[config.mk]
export PLATFORM = sky130hd
export DESIGN_NAME = popcount_shift_byte_hash_top
export DESIGN_NICKNAME = d
export VERILOG_FILES = /design/src/rtl/core/phsh_pkg.sv /design/src/rtl/core/phsh_ram.sv /design/src/rtl/core/phsh_seq.sv /design/src/rtl/core/popcount_shift_byte_hash_top.sv
export SDC_FILE = /design/constraint.sdc
export NUM_CORES = 2
export LEC_CHECK = 0
export BUFFER_PORTS_ARGS = -buffer_cell sky130_fd_sc_hd__buf_4
export CORE_ASPECT_RATIO = 1.75
export CORE_MARGIN = 10
export CORE_UTILIZATION = 30
export DETAILED_ROUTE_END_ITERATION = 6
export GPL_TIMING_DRIVEN = 0
export PLACE_DENSITY = 0.55
export SLEW_MARGIN = 20
export SYNTH_ARGS = -nofsm -noshare
export SYNTH_HDL_FRONTEND = slang
export SYNTH_SLANG_ARGS = --single-unit
[constraint.sdc]
create_clock -name clk -period 7.15 [get_ports clk]
set_clock_uncertainty 0.15 [all_clocks]
set_input_delay 0.3575 -clock clk [delete_from_list [all_inputs] [get_ports clk]]
set_output_delay 0.3575 -clock clk [all_outputs]
set_load 0.01 [all_outputs]
[src/rtl/core/phsh_pkg.sv]
`timescale 1ns / 1ps
// Package for the popcount/shift byte hash: microcode word layout, step addresses,
// the control ROM and small helper functions. No dependencies.
package phsh_pkg;

  localparam int PHSH_MAX_WORDS = 32;     // default depth of the hash store
  localparam int PHSH_CFG_W     = 6;      // width of the word-count register
  localparam int PHSH_POS_W     = 7;      // chunk position width
  localparam int PHSH_WORD_W    = 32;
  localparam int PHSH_IDX_OUT_W = 5;      // width of the emitted word index
  localparam logic [PHSH_CFG_W-1:0] PHSH_CFG_RESET = 6'd8;

  localparam int STEP_W = 4;
  typedef logic [STEP_W-1:0] step_t;

  // Step addresses of the control program
  localparam step_t STEP_WAIT      = 4'd0;
  localparam step_t STEP_ABSORB    = 4'd1;
  localparam step_t STEP_WALK_LOAD = 4'd2;
  localparam step_t STEP_WALK_STEP = 4'd3;
  localparam step_t STEP_CHECK     = 4'd4;
  localparam step_t STEP_PAD       = 4'd5;
  localparam step_t STEP_EMIT_READ = 4'd6;
  localparam step_t STEP_EMIT_LOAD = 4'd7;
  localparam step_t STEP_EMIT_NEXT = 4'd8;
  localparam step_t STEP_CLEAR     = 4'd9;

  typedef enum logic [3:0] {
    OP_NOP,
    OP_ABSORB,
    OP_WLOAD,
    OP_WSTEP,
    OP_PAD_ON,
    OP_EREAD,
    OP_ELOAD,
    OP_EINC,
    OP_CLEAR
  } op_t;

  typedef enum logic [3:0] {
    C_ALWAYS,
    C_NEVER,
    C_NO_ACCEPT,
    C_NO_WALK,
    C_WALK_MORE,
    C_NOT_ENDING,
    C_PAD_MORE,
    C_SLOT_BUSY,
    C_EMIT_MORE
  } cond_t;

  typedef struct packed {
    logic  in_ready;
    op_t   op;
    cond_t cond;
    step_t target;
  } ctrl_t;

  // Status flags from the datapath, sampled by the branch logic
  typedef struct packed {
    logic accept;
    logic walk_due;
    logic walk_more;
    logic ending;
    logic pad_more;
    logic slot_busy;
    logic emit_more;
  } flags_t;

  // Control program: branch to target when the condition holds, else fall through
  function automatic ctrl_t phsh_rom(input step_t addr);
    ctrl_t w;
    w = '{in_ready: 1'b0, op: OP_NOP, cond: C_ALWAYS, target: STEP_WAIT};
    unique case (addr)
      STEP_WAIT:      w = '{1'b1, OP_NOP,    C_NO_ACCEPT,  STEP_WAIT};
      STEP_ABSORB:    w = '{1'b0, OP_ABSORB, C_NO_WALK,    STEP_CHECK};
      STEP_WALK_LOAD: w = '{1'b0, OP_WLOAD,  C_NEVER,      STEP_WAIT};
      STEP_WALK_STEP: w = '{1'b0, OP_WSTEP,  C_WALK_MORE,  STEP_WALK_STEP};
      STEP_CHECK:     w = '{1'b0, OP_NOP,    C_NOT_ENDING, STEP_WAIT};
      STEP_PAD:       w = '{1'b0, OP_PAD_ON, C_PAD_MORE,   STEP_ABSORB};
      STEP_EMIT_READ: w = '{1'b0, OP_EREAD,  C_NEVER,      STEP_WAIT};
      STEP_EMIT_LOAD: w = '{1'b0, OP_ELOAD,  C_SLOT_BUSY,  STEP_EMIT_LOAD};
      STEP_EMIT_NEXT: w = '{1'b0, OP_EINC,   C_EMIT_MORE,  STEP_EMIT_READ};
      STEP_CLEAR:     w = '{1'b0, OP_CLEAR,  C_ALWAYS,     STEP_WAIT};
      default:        w = '{1'b0, OP_NOP,    C_ALWAYS,     STEP_WAIT};
    endcase
    return w;
  endfunction

  function automatic logic [3:0] popcnt8(input logic [7:0] v);
    logic [3:0] n;
    n = 4'd0;
    for (int b = 0; b < 8; b++) begin
      n = n + 4'(v[b]);
    end
    return n;
  endfunction

endpackage

[src/rtl/core/phsh_ram.sv]
`timescale 1ns / 1ps
// Generic single-port-write, single-port-read RAM with registered read data.
// No dependencies.
module phsh_ram #(
  parameter int WIDTH = 32,
  parameter int DEPTH = 32
) (
  input  logic                                  clk,
  input  logic                                  we,
  input  logic [(DEPTH > 1 ? $clog2(DEPTH) : 1)-1:0] waddr,
  input  logic [WIDTH-1:0]                      wdata,
  input  logic                                  re,
  input  logic [(DEPTH > 1 ? $clog2(DEPTH) : 1)-1:0] raddr,
  output logic [WIDTH-1:0]                      rdata
);

  logic [WIDTH-1:0] mem [DEPTH];

  always_ff @(posedge clk) begin
    if (we) begin
      mem[waddr] <= wdata;
    end
    if (re) begin
      rdata <= mem[raddr];
    end
  end

endmodule

[src/rtl/core/phsh_seq.sv]
`timescale 1ns / 1ps
// Microcode sequencer: step counter, control ROM lookup and conditional branch.
// Depends on phsh_pkg.
module phsh_seq (
  input  logic            clk,
  input  logic            rst_n,
  input  phsh_pkg::flags_t flags,
  output phsh_pkg::ctrl_t  ctrl
);
  import phsh_pkg::*;

  step_t step_r, step_nxt;
  logic  take;

  assign ctrl = phsh_rom(step_r);

  always_comb begin
    unique case (ctrl.cond)
      C_ALWAYS:     take = 1'b1;
      C_NEVER:      take = 1'b0;
      C_NO_ACCEPT:  take = !flags.accept;
      C_NO_WALK:    take = !flags.walk_due;
      C_WALK_MORE:  take = flags.walk_more;
      C_NOT_ENDING: take = !flags.ending;
      C_PAD_MORE:   take = flags.pad_more;
      C_SLOT_BUSY:  take = flags.slot_busy;
      C_EMIT_MORE:  take = flags.emit_more;
      default:      take = 1'b0;
    endcase
  end

  always_comb begin
    step_nxt = take ? ctrl.target : step_r + step_t'(1);
  end

  always_ff @(posedge clk) begin
    if (!rst_n) begin
      step_r <= STEP_WAIT;
    end else begin
      step_r <= step_nxt;
    end
  end

endmodule

[src/rtl/core/popcount_shift_byte_hash_top.sv]
`timescale 1ns / 1ps
// Top level of the popcount/shift byte hash: datapath, hash store and output register.
// Depends on phsh_pkg, phsh_seq and phsh_ram.
//
//  Channel | Direction | Handshake           | Payload
//  --------+-----------+---------------------+------------------------------------------
//  in_     | slave     | in_tvalid/in_tready | tdata: data_byte; tlast: last_byte
//  out_    | master    | out_tvalid/tready   | tdata: hash_word, word_index; tlast: last_word
//  cfg_    | slave     | cfg_valid/cfg_ready | cfg_data: hash_words (always ready)
//
// A byte passes the wait/transfer, absorb into word 0 and check steps. Every 16th byte of a
// chunk and each chunk end add a carry walk when W exceeds one, paced by the single RAM
// read port (one word per cycle, word 0 lives in a register). A last byte then pads the
// chunk out at the same per-byte cost and emits the W words by read, load and next steps.
// Synchronous active-low reset; per-entry valid bits make the store read as zero at once,
// so there is no clearing pass. A stalled output holds the sequencer in its emit step.
module popcount_shift_byte_hash_top #(
  parameter int MAX_WORDS = phsh_pkg::PHSH_MAX_WORDS
) (
  input  logic        clk,
  input  logic        rst_n,
  // input channel
  input  logic        in_tvalid,
  output logic        in_tready,
  input  logic [7:0]  in_tdata,    // [7:0] data_byte
  input  logic        in_tlast,    // last_byte
  // result channel
  output logic        out_tvalid,
  input  logic        out_tready,
  output logic [39:0] out_tdata,   // [31:0] hash_word, [36:32] word_index, [39:37] zero
  output logic        out_tlast,   // last_word
  // configuration
  input  logic        cfg_valid,
  output logic        cfg_ready,
  input  logic [phsh_pkg::PHSH_CFG_W-1:0] cfg_data  // hash_words
);
  import phsh_pkg::*;

  localparam int IDX_W = (MAX_WORDS > 1) ? $clog2(MAX_WORDS) : 1;
  localparam logic [PHSH_CFG_W-1:0] MAXW = PHSH_CFG_W'(MAX_WORDS);

  typedef logic [IDX_W-1:0] idx_t;

  ctrl_t  ctrl;
  flags_t flags;

  // configuration and derived word count
  logic [PHSH_CFG_W-1:0] words_cfg_r;
  logic [PHSH_CFG_W-1:0] w_eff;
  idx_t                  w_last;

  // message state
  logic [PHSH_WORD_W-1:0] acc0_r, acc0_nxt;        // hash word 0
  logic [7:0]             prev_r, prev_nxt;
  logic [PHSH_POS_W-1:0]  pos_r, pos_nxt;
  logic                   start_r, start_nxt;
  logic                   pad_r, pad_nxt;
  logic [7:0]             byte_r;
  logic                   last_r;

  // carry walk / emit
  idx_t                   idx_r, idx_nxt;
  logic [PHSH_WORD_W-1:0] src_r, src_nxt;
  logic [MAX_WORDS-1:0]   valid_r, valid_nxt;
  logic                   rd_valid_r, rd_valid_nxt;

  // output register
  logic                      out_valid_r, out_valid_nxt;
  logic [PHSH_WORD_W-1:0]    out_word_r, out_word_nxt;
  logic [PHSH_IDX_OUT_W-1:0] out_index_r, out_index_nxt;
  logic                      out_last_r, out_last_nxt;

  // RAM port
  logic                   ram_we, ram_re;
  idx_t                   ram_waddr, ram_raddr;
  logic [PHSH_WORD_W-1:0] ram_wdata, ram_rdata;

  // absorb datapath
  logic [7:0]             abs_c, abs_p;
  logic [3:0]             pc_c, shamt;
  logic [15:0]            shifted;
  logic [PHSH_WORD_W-1:0] abs_sum;
  logic [7:0]             pos_inc, chunk_len;
  logic                   chunk_end, walk_due;

  logic [PHSH_WORD_W-1:0] mem_word, walk_sum;
  logic                   in_xfer, slot_busy;

  assign cfg_ready = 1'b1;
  assign in_tready = ctrl.in_ready;
  assign in_xfer   = in_tvalid && in_tready;

  // clamp the word count into 1..MAX_WORDS
  always_comb begin
    priority if (words_cfg_r == '0) begin
      w_eff = PHSH_CFG_W'(1);
    end else if (words_cfg_r > MAXW) begin
      w_eff = MAXW;
    end else begin
      w_eff = words_cfg_r;
    end
  end
  assign w_last = IDX_W'(w_eff - PHSH_CFG_W'(1));

  // absorb: pad bytes are their own chunk position
  assign abs_c     = pad_r ? {1'b0, pos_r} : byte_r;
  assign abs_p     = start_r ? abs_c : prev_r;
  assign pc_c      = popcnt8(abs_c);
  assign shamt     = popcnt8(abs_c ^ abs_p);
  assign shifted   = 16'(abs_c) << shamt;
  assign abs_sum   = acc0_r + {4'b0, pc_c, 24'b0} + {16'b0, shifted};
  assign pos_inc   = {1'b0, pos_r} + 8'd1;
  assign chunk_len = {w_eff, 2'b00};
  assign chunk_end = (pos_inc >= chunk_len);
  assign walk_due  = (pos_inc[3:0] == 4'd0) || chunk_end;

  // walk: top nibble and bits 23:16 of the previous word land in disjoint bit ranges
  assign mem_word  = rd_valid_r ? ram_rdata : '0;
  assign walk_sum  = mem_word + {4'b0, src_r[31:28], 16'b0, src_r[23:16]};
  assign slot_busy = out_valid_r && !out_tready;

  always_comb begin
    flags.accept    = in_xfer;
    flags.walk_due  = walk_due && (w_eff > PHSH_CFG_W'(1));
    flags.walk_more = (idx_r != w_last);
    flags.ending    = last_r;
    flags.pad_more  = (pos_r != '0) || !pad_r;
    flags.slot_busy = slot_busy;
    flags.emit_more = (idx_r != w_last);
  end

  phsh_seq u_seq (
    .clk   (clk),
    .rst_n (rst_n),
    .flags (flags),
    .ctrl  (ctrl)
  );

  phsh_ram #(
    .WIDTH (PHSH_WORD_W),
    .DEPTH (MAX_WORDS)
  ) u_store (
    .clk   (clk),
    .we    (ram_we),
    .waddr (ram_waddr),
    .wdata (ram_wdata),
    .re    (ram_re),
    .raddr (ram_raddr),
    .rdata (ram_rdata)
  );

  // datapath actions, one per control word
  always_comb begin
    acc0_nxt      = acc0_r;
    prev_nxt      = prev_r;
    pos_nxt       = pos_r;
    start_nxt     = start_r;
    pad_nxt       = pad_r;
    idx_nxt       = idx_r;
    src_nxt       = src_r;
    valid_nxt     = valid_r;
    out_word_nxt  = out_word_r;
    out_index_nxt = out_index_r;
    out_last_nxt  = out_last_r;
    out_valid_nxt = out_valid_r && !out_tready;   // drop the word once transferred
    ram_we        = 1'b0;
    ram_waddr     = idx_r;
    ram_wdata     = walk_sum;
    ram_re        = 1'b0;
    ram_raddr     = idx_r;

    unique case (ctrl.op)
      OP_NOP: begin
      end
      OP_ABSORB: begin
        acc0_nxt  = abs_sum;
        prev_nxt  = abs_c;
        start_nxt = 1'b0;
        pos_nxt   = chunk_end ? '0 : pos_inc[PHSH_POS_W-1:0];
      end
      OP_WLOAD: begin
        // word 0 is the first carry source; fetch word 1
        src_nxt   = acc0_r;
        idx_nxt   = idx_t'(1);
        ram_re    = 1'b1;
        ram_raddr = idx_t'(1);
      end
      OP_WSTEP: begin
        ram_we            = 1'b1;
        valid_nxt[idx_r]  = 1'b1;
        src_nxt           = walk_sum;
        ram_re            = 1'b1;
        ram_raddr         = idx_r + idx_t'(1);
        idx_nxt           = idx_r + idx_t'(1);
      end
      OP_PAD_ON: begin
        pad_nxt = 1'b1;
        idx_nxt = '0;
      end
      OP_EREAD: begin
        ram_re = 1'b1;
      end
      OP_ELOAD: begin
        if (!slot_busy) begin
          out_valid_nxt = 1'b1;
          out_word_nxt  = (idx_r == '0) ? acc0_r : mem_word;
          out_index_nxt = PHSH_IDX_OUT_W'(idx_r);
          out_last_nxt  = (idx_r == w_last);
        end
      end
      OP_EINC: begin
        idx_nxt = idx_r + idx_t'(1);
      end
      OP_CLEAR: begin
        acc0_nxt  = '0;
        prev_nxt  = '0;
        pos_nxt   = '0;
        start_nxt = 1'b1;
        pad_nxt   = 1'b0;
        valid_nxt = '0;
      end
      default: begin
      end
    endcase
  end

  // valid bit of the entry being read travels with the read data
  always_comb begin
    rd_valid_nxt = rd_valid_r;
    if (ram_re) begin
      rd_valid_nxt = (32'(ram_raddr) < 32'(MAX_WORDS)) ? valid_r[ram_raddr] : 1'b0;
    end
  end

  always_ff @(posedge clk) begin
    if (!rst_n) begin
      words_cfg_r <= PHSH_CFG_RESET;
      acc0_r      <= '0;
      prev_r      <= '0;
      pos_r       <= '0;
      start_r     <= 1'b1;
      pad_r       <= 1'b0;
      idx_r       <= '0;
      valid_r     <= '0;
      rd_valid_r  <= 1'b0;
      out_valid_r <= 1'b0;
    end else begin
      if (cfg_valid && cfg_ready) begin
        words_cfg_r <= cfg_data;
      end
      acc0_r      <= acc0_nxt;
      prev_r      <= prev_nxt;
      pos_r       <= pos_nxt;
      start_r     <= start_nxt;
      pad_r       <= pad_nxt;
      idx_r       <= idx_nxt;
      valid_r     <= valid_nxt;
      rd_valid_r  <= rd_valid_nxt;
      out_valid_r <= out_valid_nxt;
    end
  end

  // payload registers: hold the byte of the last transfer and the output word
  always_ff @(posedge clk) begin
    if (in_xfer) begin
      byte_r <= in_tdata;
      last_r <= in_tlast;
    end
    src_r       <= src_nxt;
    out_word_r  <= out_word_nxt;
    out_index_r <= out_index_nxt;
    out_last_r  <= out_last_nxt;
  end

  assign out_tvalid = out_valid_r;
  assign out_tdata  = {3'b000, out_index_r, out_word_r};
  assign out_tlast  = out_last_r;

endmodule

Word-level counts from Yosys, hierarchy flattened
Memory sizes are Yosys's and may differ from the RTL's. A register that Yosys moved wholly into a read port is not among the register bits.
Index checks and enable logic that the tools add are counted.
{ "classes": {"addsub": 21, "multipliers": 0, "n_div": 0, "magnitude_cmp": 6, "eq_ne": 17, "shifts": 1, "muxes": 28, "bitwise_logic": 3, "n_reduce_logical": 25} }
{ "ops": {"columns": ["op", "count"], "rows": [
  ["case mux 32 bit (2 select lines)", 3],
  ["adder 32 x 28 -> 32 bit", 2],
  ["two-way mux 32 bit", 2],
  ["adder 32 x 16 -> 32 bit", 1],
  ["adder 4 x 1 -> 4 bit", 8],
  ["== test 4 x 3 -> 1 bit (second input constant)", 8],
  ["OR 32 bit", 1],
  ["== test 4 x 2 -> 1 bit (second input constant)", 4],
  ["two-way mux 8 bit", 2],
  ["case mux 8 bit (2 select lines)", 1],
  ["<< shifter 8 x 4 -> 16 bit", 1],
  ["case mux 5 bit (3 select lines)", 1],
  ["case mux 7 bit (2 select lines)", 1],
  ["less-than comparator 5 x 6 -> 1 bit (second input constant)", 2],
  ["two-way mux 6 bit", 2],
  ["case mux 5 bit (2 select lines)", 1],
  ["adder 3 x 1 -> 4 bit", 2],
  ["adder 7 x 1 -> 8 bit (second input constant)", 1],
  ["== test 4 bit (second input constant)", 2],
  [">= comparator 8 bit", 1],
  ["logical NOT 4 bit", 2],
  ["two-way mux 4 bit", 2],
  ["nonzero test 2 bit", 4],
  ["XOR 8 bit", 1],
  ["other kinds (28)", 46]
]} }
{ "word_totals": {"register_bits": 177, "latchBits": 0, "ram_bits": 1024, "romBits": 192, "out_inout_bits": 44, "word_cells": 120, "mem_count": 2} }
{ "mem_list": {"columns": ["memory", "depth", "width", "rd", "rd_ports_with_merged_regs", "write_ports", "line", "source"], "rows": [
  ["u_store.mem", 32, 32, 1, 1, 1, "phsh_ram.sv:17", "logic [WIDTH-1:0] mem [DEPTH];"],
  ["(no name shown)", 16, 12, 1, 1, 0, "phsh_pkg.sv:74", "unique case (addr)"]
]} }

Depth between registers and ports, before layout
{ "depth": {"ltp_word": 13, "ltp_mapped": 28, "mapped_depth_nobuf": 26} }

Hierarchy
A second synthesis with hierarchy kept.
{ "hier_totals": {"cells_unflattened": 3500, "area_unflattened_um2": 51635.8} }
{ "modules_own_cells": {"columns": ["module", "n_inst", "cells_each", "area_per_inst_um2", "seq_area_each_um2"], "rows": [
  ["phsh_ram", 1, 2260, 40811.6, 31710.4],
  ["popcount_shift_byte_hash_top", 1, 1140, 9893.2, 3653.5],
  ["phsh_seq", 1, 100, 930.9, 320.3]
]} }

Worst setup path after synthesis
No wires, ideal clock.
{ "synth_timing": {"path_kind": "reg2reg", "start": "reg pad_r", "end": "reg acc0_r[30]", "arrival_time_ns": 6.531, "slack_ns": 0.397, "path_stages_with_launch": 25, "period_less_slack_ns": 6.753, "path_cell_list": "dfxtp_1 -> clkbuf_1 -> mux2i_1 -> xnor2_1 -> nand2_1 -> fa_1 -> fa_1 -> inv_1 -> fa_1 -> ha_1 -> inv_1 -> fa_1 -> clkbuf_1 -> clkinv_1 -> or3_1 -> fa_1 -> nor2b_1 -> o21ai_0 -> o21ai_0 -> a31oi_1 -> o21a_1 -> nor2_1 -> a21oi_1 -> o21ai_0 -> mux2i_1"} }
{ "synth_via": {"elab_chain_cells": 13} }
{ "synth_lines": {"columns": ["element", "line", "source"], "rows": [
  ["from (decl)", "popcount_shift_byte_hash_top.sv:57", "logic pad_r, pad_nxt;"],
  ["from (signal assigned)", "popcount_shift_byte_hash_top.sv:255", "pad_r <= pad_nxt;"],
  ["two-way mux 8 bit *", "popcount_shift_byte_hash_top.sv:106", "assign abs_c = pad_r ? {1'b0, pos_r} : byte_r;"],
  ["branches (longest 10 deep; another with adder 32 x 28 -> 32 bit)", null, null],
  ["adder 32 x 16 -> 32 bit *", "popcount_shift_byte_hash_top.sv:111", "assign abs_sum = acc0_r + {4'b0, pc_c, 24'b0} + {16'b0, shifted};"],
  ["case mux 32 bit (2 select lines) *", "popcount_shift_byte_hash_top.sv:172", "unique case (ctrl.op)"],
  ["to (signal assigned)", "popcount_shift_byte_hash_top.sv:251", "acc0_r <= acc0_nxt;"],
  ["to (decl)", "popcount_shift_byte_hash_top.sv:53", "logic [PHSH_WORD_W-1:0] acc0_r, acc0_nxt;"]
]} }
Every way passes the cells marked *.
A chain may end at the register's enable or synchronous reset.

Worst setup path after layout
Same ends and word-level chain as after synthesis.

==> summary.md <==
| Metric | Value |
|---|---|
| Die width | 335 um |
| P_leak | 0.0208 uW |
| Dpl cells | 6,630 |
| Via Count | 34,900 |
| Cell area after placement | 57,700 um^2 |
| IR Drop Worst-Case VDD | 0.232 mV |
| Vias in the first global route | 35,100 |
| Sequential-to-total area share from yosys stat | 68.6% |
| ANT nets after route | 0 |
| Worst-path clk slew | 0.08 ns |
| Initial antenna violation count | 3 |
| DR vias/cell | 5.11 |
| PortBufs | 58 |
| Crit Path Class | reg -> reg |
| Core Footprint | 173,000 um^2 |
| Dominant cell type by area after synthesis | edfxtp_1 |
| Crit path required time | 7.65 ns |
| Clock sink count | 1,225 |
| Synthesized flop and latch total | 1,225 |
| Number of setup violations in the final report | 0 |
| # H-tree levels | 3 |
| Post-Syn Area | 52,000 um^2 |
| Fin crit share | 96.4% |
| Warnings, synthesis | 0 |
| Root Driver | clkbuf_16 |
| Pin count of the biggest net entering global routing | 33 |
| Commonest cells post-synth | 1,115 x edfxtp_1, 1,084 x nand2_1, 228 x nand3_1, 178 x clkbuf_1, 141 x and3_1 |
| Final WL | 171,000 um |
| Die area | 191,000 um^2 |
| Max Fclk | 145 MHz |
| Critical Path AT | 7.39 ns |
| CTS tree | yes |
| Drt pass-1 iters | 7 |
| NumNets Final | 4,605 |
| Final Power | 19,800 uW |
| CTS buffer count | 103 |
| Num rows | 202 |
| Layout cells sized above 1 | 12.0% |
| Most frequent cell after synthesis | edfxtp_1 |
| Max-Cap Viols | 0 |
| Initial core utilization | 30.1% |
| Later-pin clock latency in the skew report | 0.73 ns |
| Top-area cell type share of the netlist area | 64.4% |
| Mean Syn Cell Area | 12.3 um^2 |
| Post-synth top flop | edfxtp_1 |
| RSZ-0062 raised after global routing | false |
| GRT Util Overall | 17.3% |
| First-pass GRT wire length | 243,000 um |
| Die height | 571 um |
| Iter 0 DRT Violations | 2,704 |
| Fin util | 35.5% |
| CTS Buffer Depth | 3 |
| Critical path launch point type | register |
| Slew Viols, Final | 0 |
| Post-Syn Instances | 4,220 |
| Setup crit end kind | register |
| HPWL after detailed placement | 130,000 um |
| Post-synth ARST share | 0% |
| Final hold violations | 0 |
| Layout Cells excl Fill | 6,845 |
| Slew of the pin with the lowest slew margin | 1.31 ns |
| Netlist cell types | 70 |
| Hold crit path type | in -> reg |
| Post-layout instance area | 61,400 um^2 |
| Power Dens Cells | 322 nW/um^2 |
| Synth-to-Final Area Change | 18.1% |
| Synth area leaders | edfxtp_1 64%, nand2_1 7.8%, dfxtp_1 4.2%, nand3_1 2.2%, a211oi_1 2.0% |
| Aggregate global routing overflow | 0 |
| Number of synthesized flops with an enable pin | 1,115 |
| Crit-path max FO | 11 |
| Slew HR | 11.8% |
| Status | completed |
| Gpl congestion | 0.983 |
| Avg WL per Cell | 25.0 um |
| Drt drc | 0 |
| Final min period | 6.89 ns |
| Io pins | 64 |
[routing by layer]
| metal | up-vias | global-route usage (%) | part of all wire, % |
|---|---|---|---|
| li1 | 16100 | - | - |
| met3 | 425 | 1.88 | 4.2 |
| met1 | 17300 | 16.4 | 33 |
| met4 | 0 | 15.4 | 10 |
| met2 | 1112 | 32.6 | 53 |
| met5 | - | 0 | 0 |
[power breakdown]
group          total, uW  switching [uW]  internal (uW)  leakage [uW]
Sequential          8380             123           8250        0.0113
Clock               5710            2660           3050       0.00164
Combinational       5660            3820           1850       0.00789
Total              19800            6600          13200        0.0208
[metrics by stage]
| step | setup TNS (ns) | hold slack, ns | worst slack [ns] |
|---|---|---|---|
| 3_5_place_dp | -20.07 | 0.285 | -1.74 |
| 6_report | 0 | 0.0699 | 0.258 |
| 2_1_floorplan | 0 | 0.256 | 0.397 |
| 4_1_cts | 0 | 0.0401 | 0.0606 |
| 5_1_grt | 0 | 0.105 | 0.0276 |
| 3_3_place_gp | -173.89 | 0.283 | -2.74 |
[path summary, 6_finish.rpt]
path | from | to | slack (ns) | cells past startpoint
worst max-delay path | pad_r$_SDFFE_PN0P_ | acc0_r[30]$_SDFFE_PN0P_ | 0.26 | 22
worst min-delay path | rst_n | u_seq.step_r[2]$_SDFF_PN0_ | 0.07 | 4
worst max register to register | pad_r$_SDFFE_PN0P_ | acc0_r[30]$_SDFFE_PN0P_ | 0.26 | 22
worst min register to register | idx_r[4]$_SDFFE_PN0P_ | out_index_r[4]$_DFFE_PP_ | 0.31 | 0
[registers in the layout (all words and copies together), names as in the netlist, 6 cells and up]
signal	count
u_store.mem	1024
acc0_r	32
out_word_r	32
u_store.rdata	32
valid_r	32
src_r	12
u_seq.ctrl	12
byte_r	8
prev_r	8
pos_r	7
words_cfg_r	6
[worst max-delay path: stages, from the launching register on]
cell,delay [ns]
dfxtp_4,0.49
mux2i_4,0.34
xnor2_1,0.15
nand2_1,0.09
fa_1,0.48
fa_1,0.50
inv_1,0.05
fa_1,0.48
ha_1,0.17
inv_1,0.07
fa_2,0.70
clkinv_2,0.18
or3_1,0.47
fa_1,0.43
nor2b_1,0.12
o21ai_0,0.17
o21ai_2,0.29
a31oi_1,0.24
o21a_1,0.30
nor2_4,0.22
a21oi_1,0.11
o21ai_2,0.35
mux2i_1,0.23
[placed cells by master (no fill, tap or decap), types with 29 or more instances in the layout]
master,instances
buf_2,72
nor2b_1,34
clkbuf_1,184
clkbuf_16,107
and3_1,141
a21o_1,50
a211oi_1,139
a311oi_1,74
nand2_1,1084
buf_4,96
and2_1,87
buf_16,29
edfxtp_1,1115
a31oi_1,101
nor2_4,29
inv_1,48
xnor2_1,34
ha_1,61
a21oi_1,44
dfxtp_1,109
a311o_1,67
o21ai_0,77
nor2_1,99
nand3_1,228
[cell type report]
cell class,instances,area [um^2]
tap,2244,2810
antenna,3,7.51
clock buffer,124,2790
multi-input combinational,2668,15700
sequential,1225,35700
buffer,274,1160
clock inverter,66,574
fill,16800,111000
timing repair buffer,189,2450
inverter,52,196
[cell families (layout without fill, tap and decap cells)]
| logic type | count (synthesis) | after routing | synth area share, % |
|---|---|---|---|
| and+or+nand+nor | 1799 | 1799 | 15.3 |
| DFF | 1225 | 1225 | 68.6 |
| AOI/OAI and AO/OA | 674 | 674 | 9.44 |
| buffers and inverters | 329 | 705 | 2.62 |
| xor gates and xnor gates | 77 | 77 | 1.30 |
| adders and majority gates | 72 | 72 | 1.88 |
| muxes | 42 | 42 | 0.861 |
| other | 2 | 7 | 0.0144 |
[what timing repair did]
action | 4_1_cts | 5_1_grt
setup endpoints to repair | 25 | 8
pin swaps | 1 | 1
resized for setup | 19 | 8
setup buffers | 0 | 3
cloned | 0 | 0
hold endpoints to repair | 16 | 0
hold buffers | 22 | 0
No activity file was read; power rests on OpenSTA's default activity.
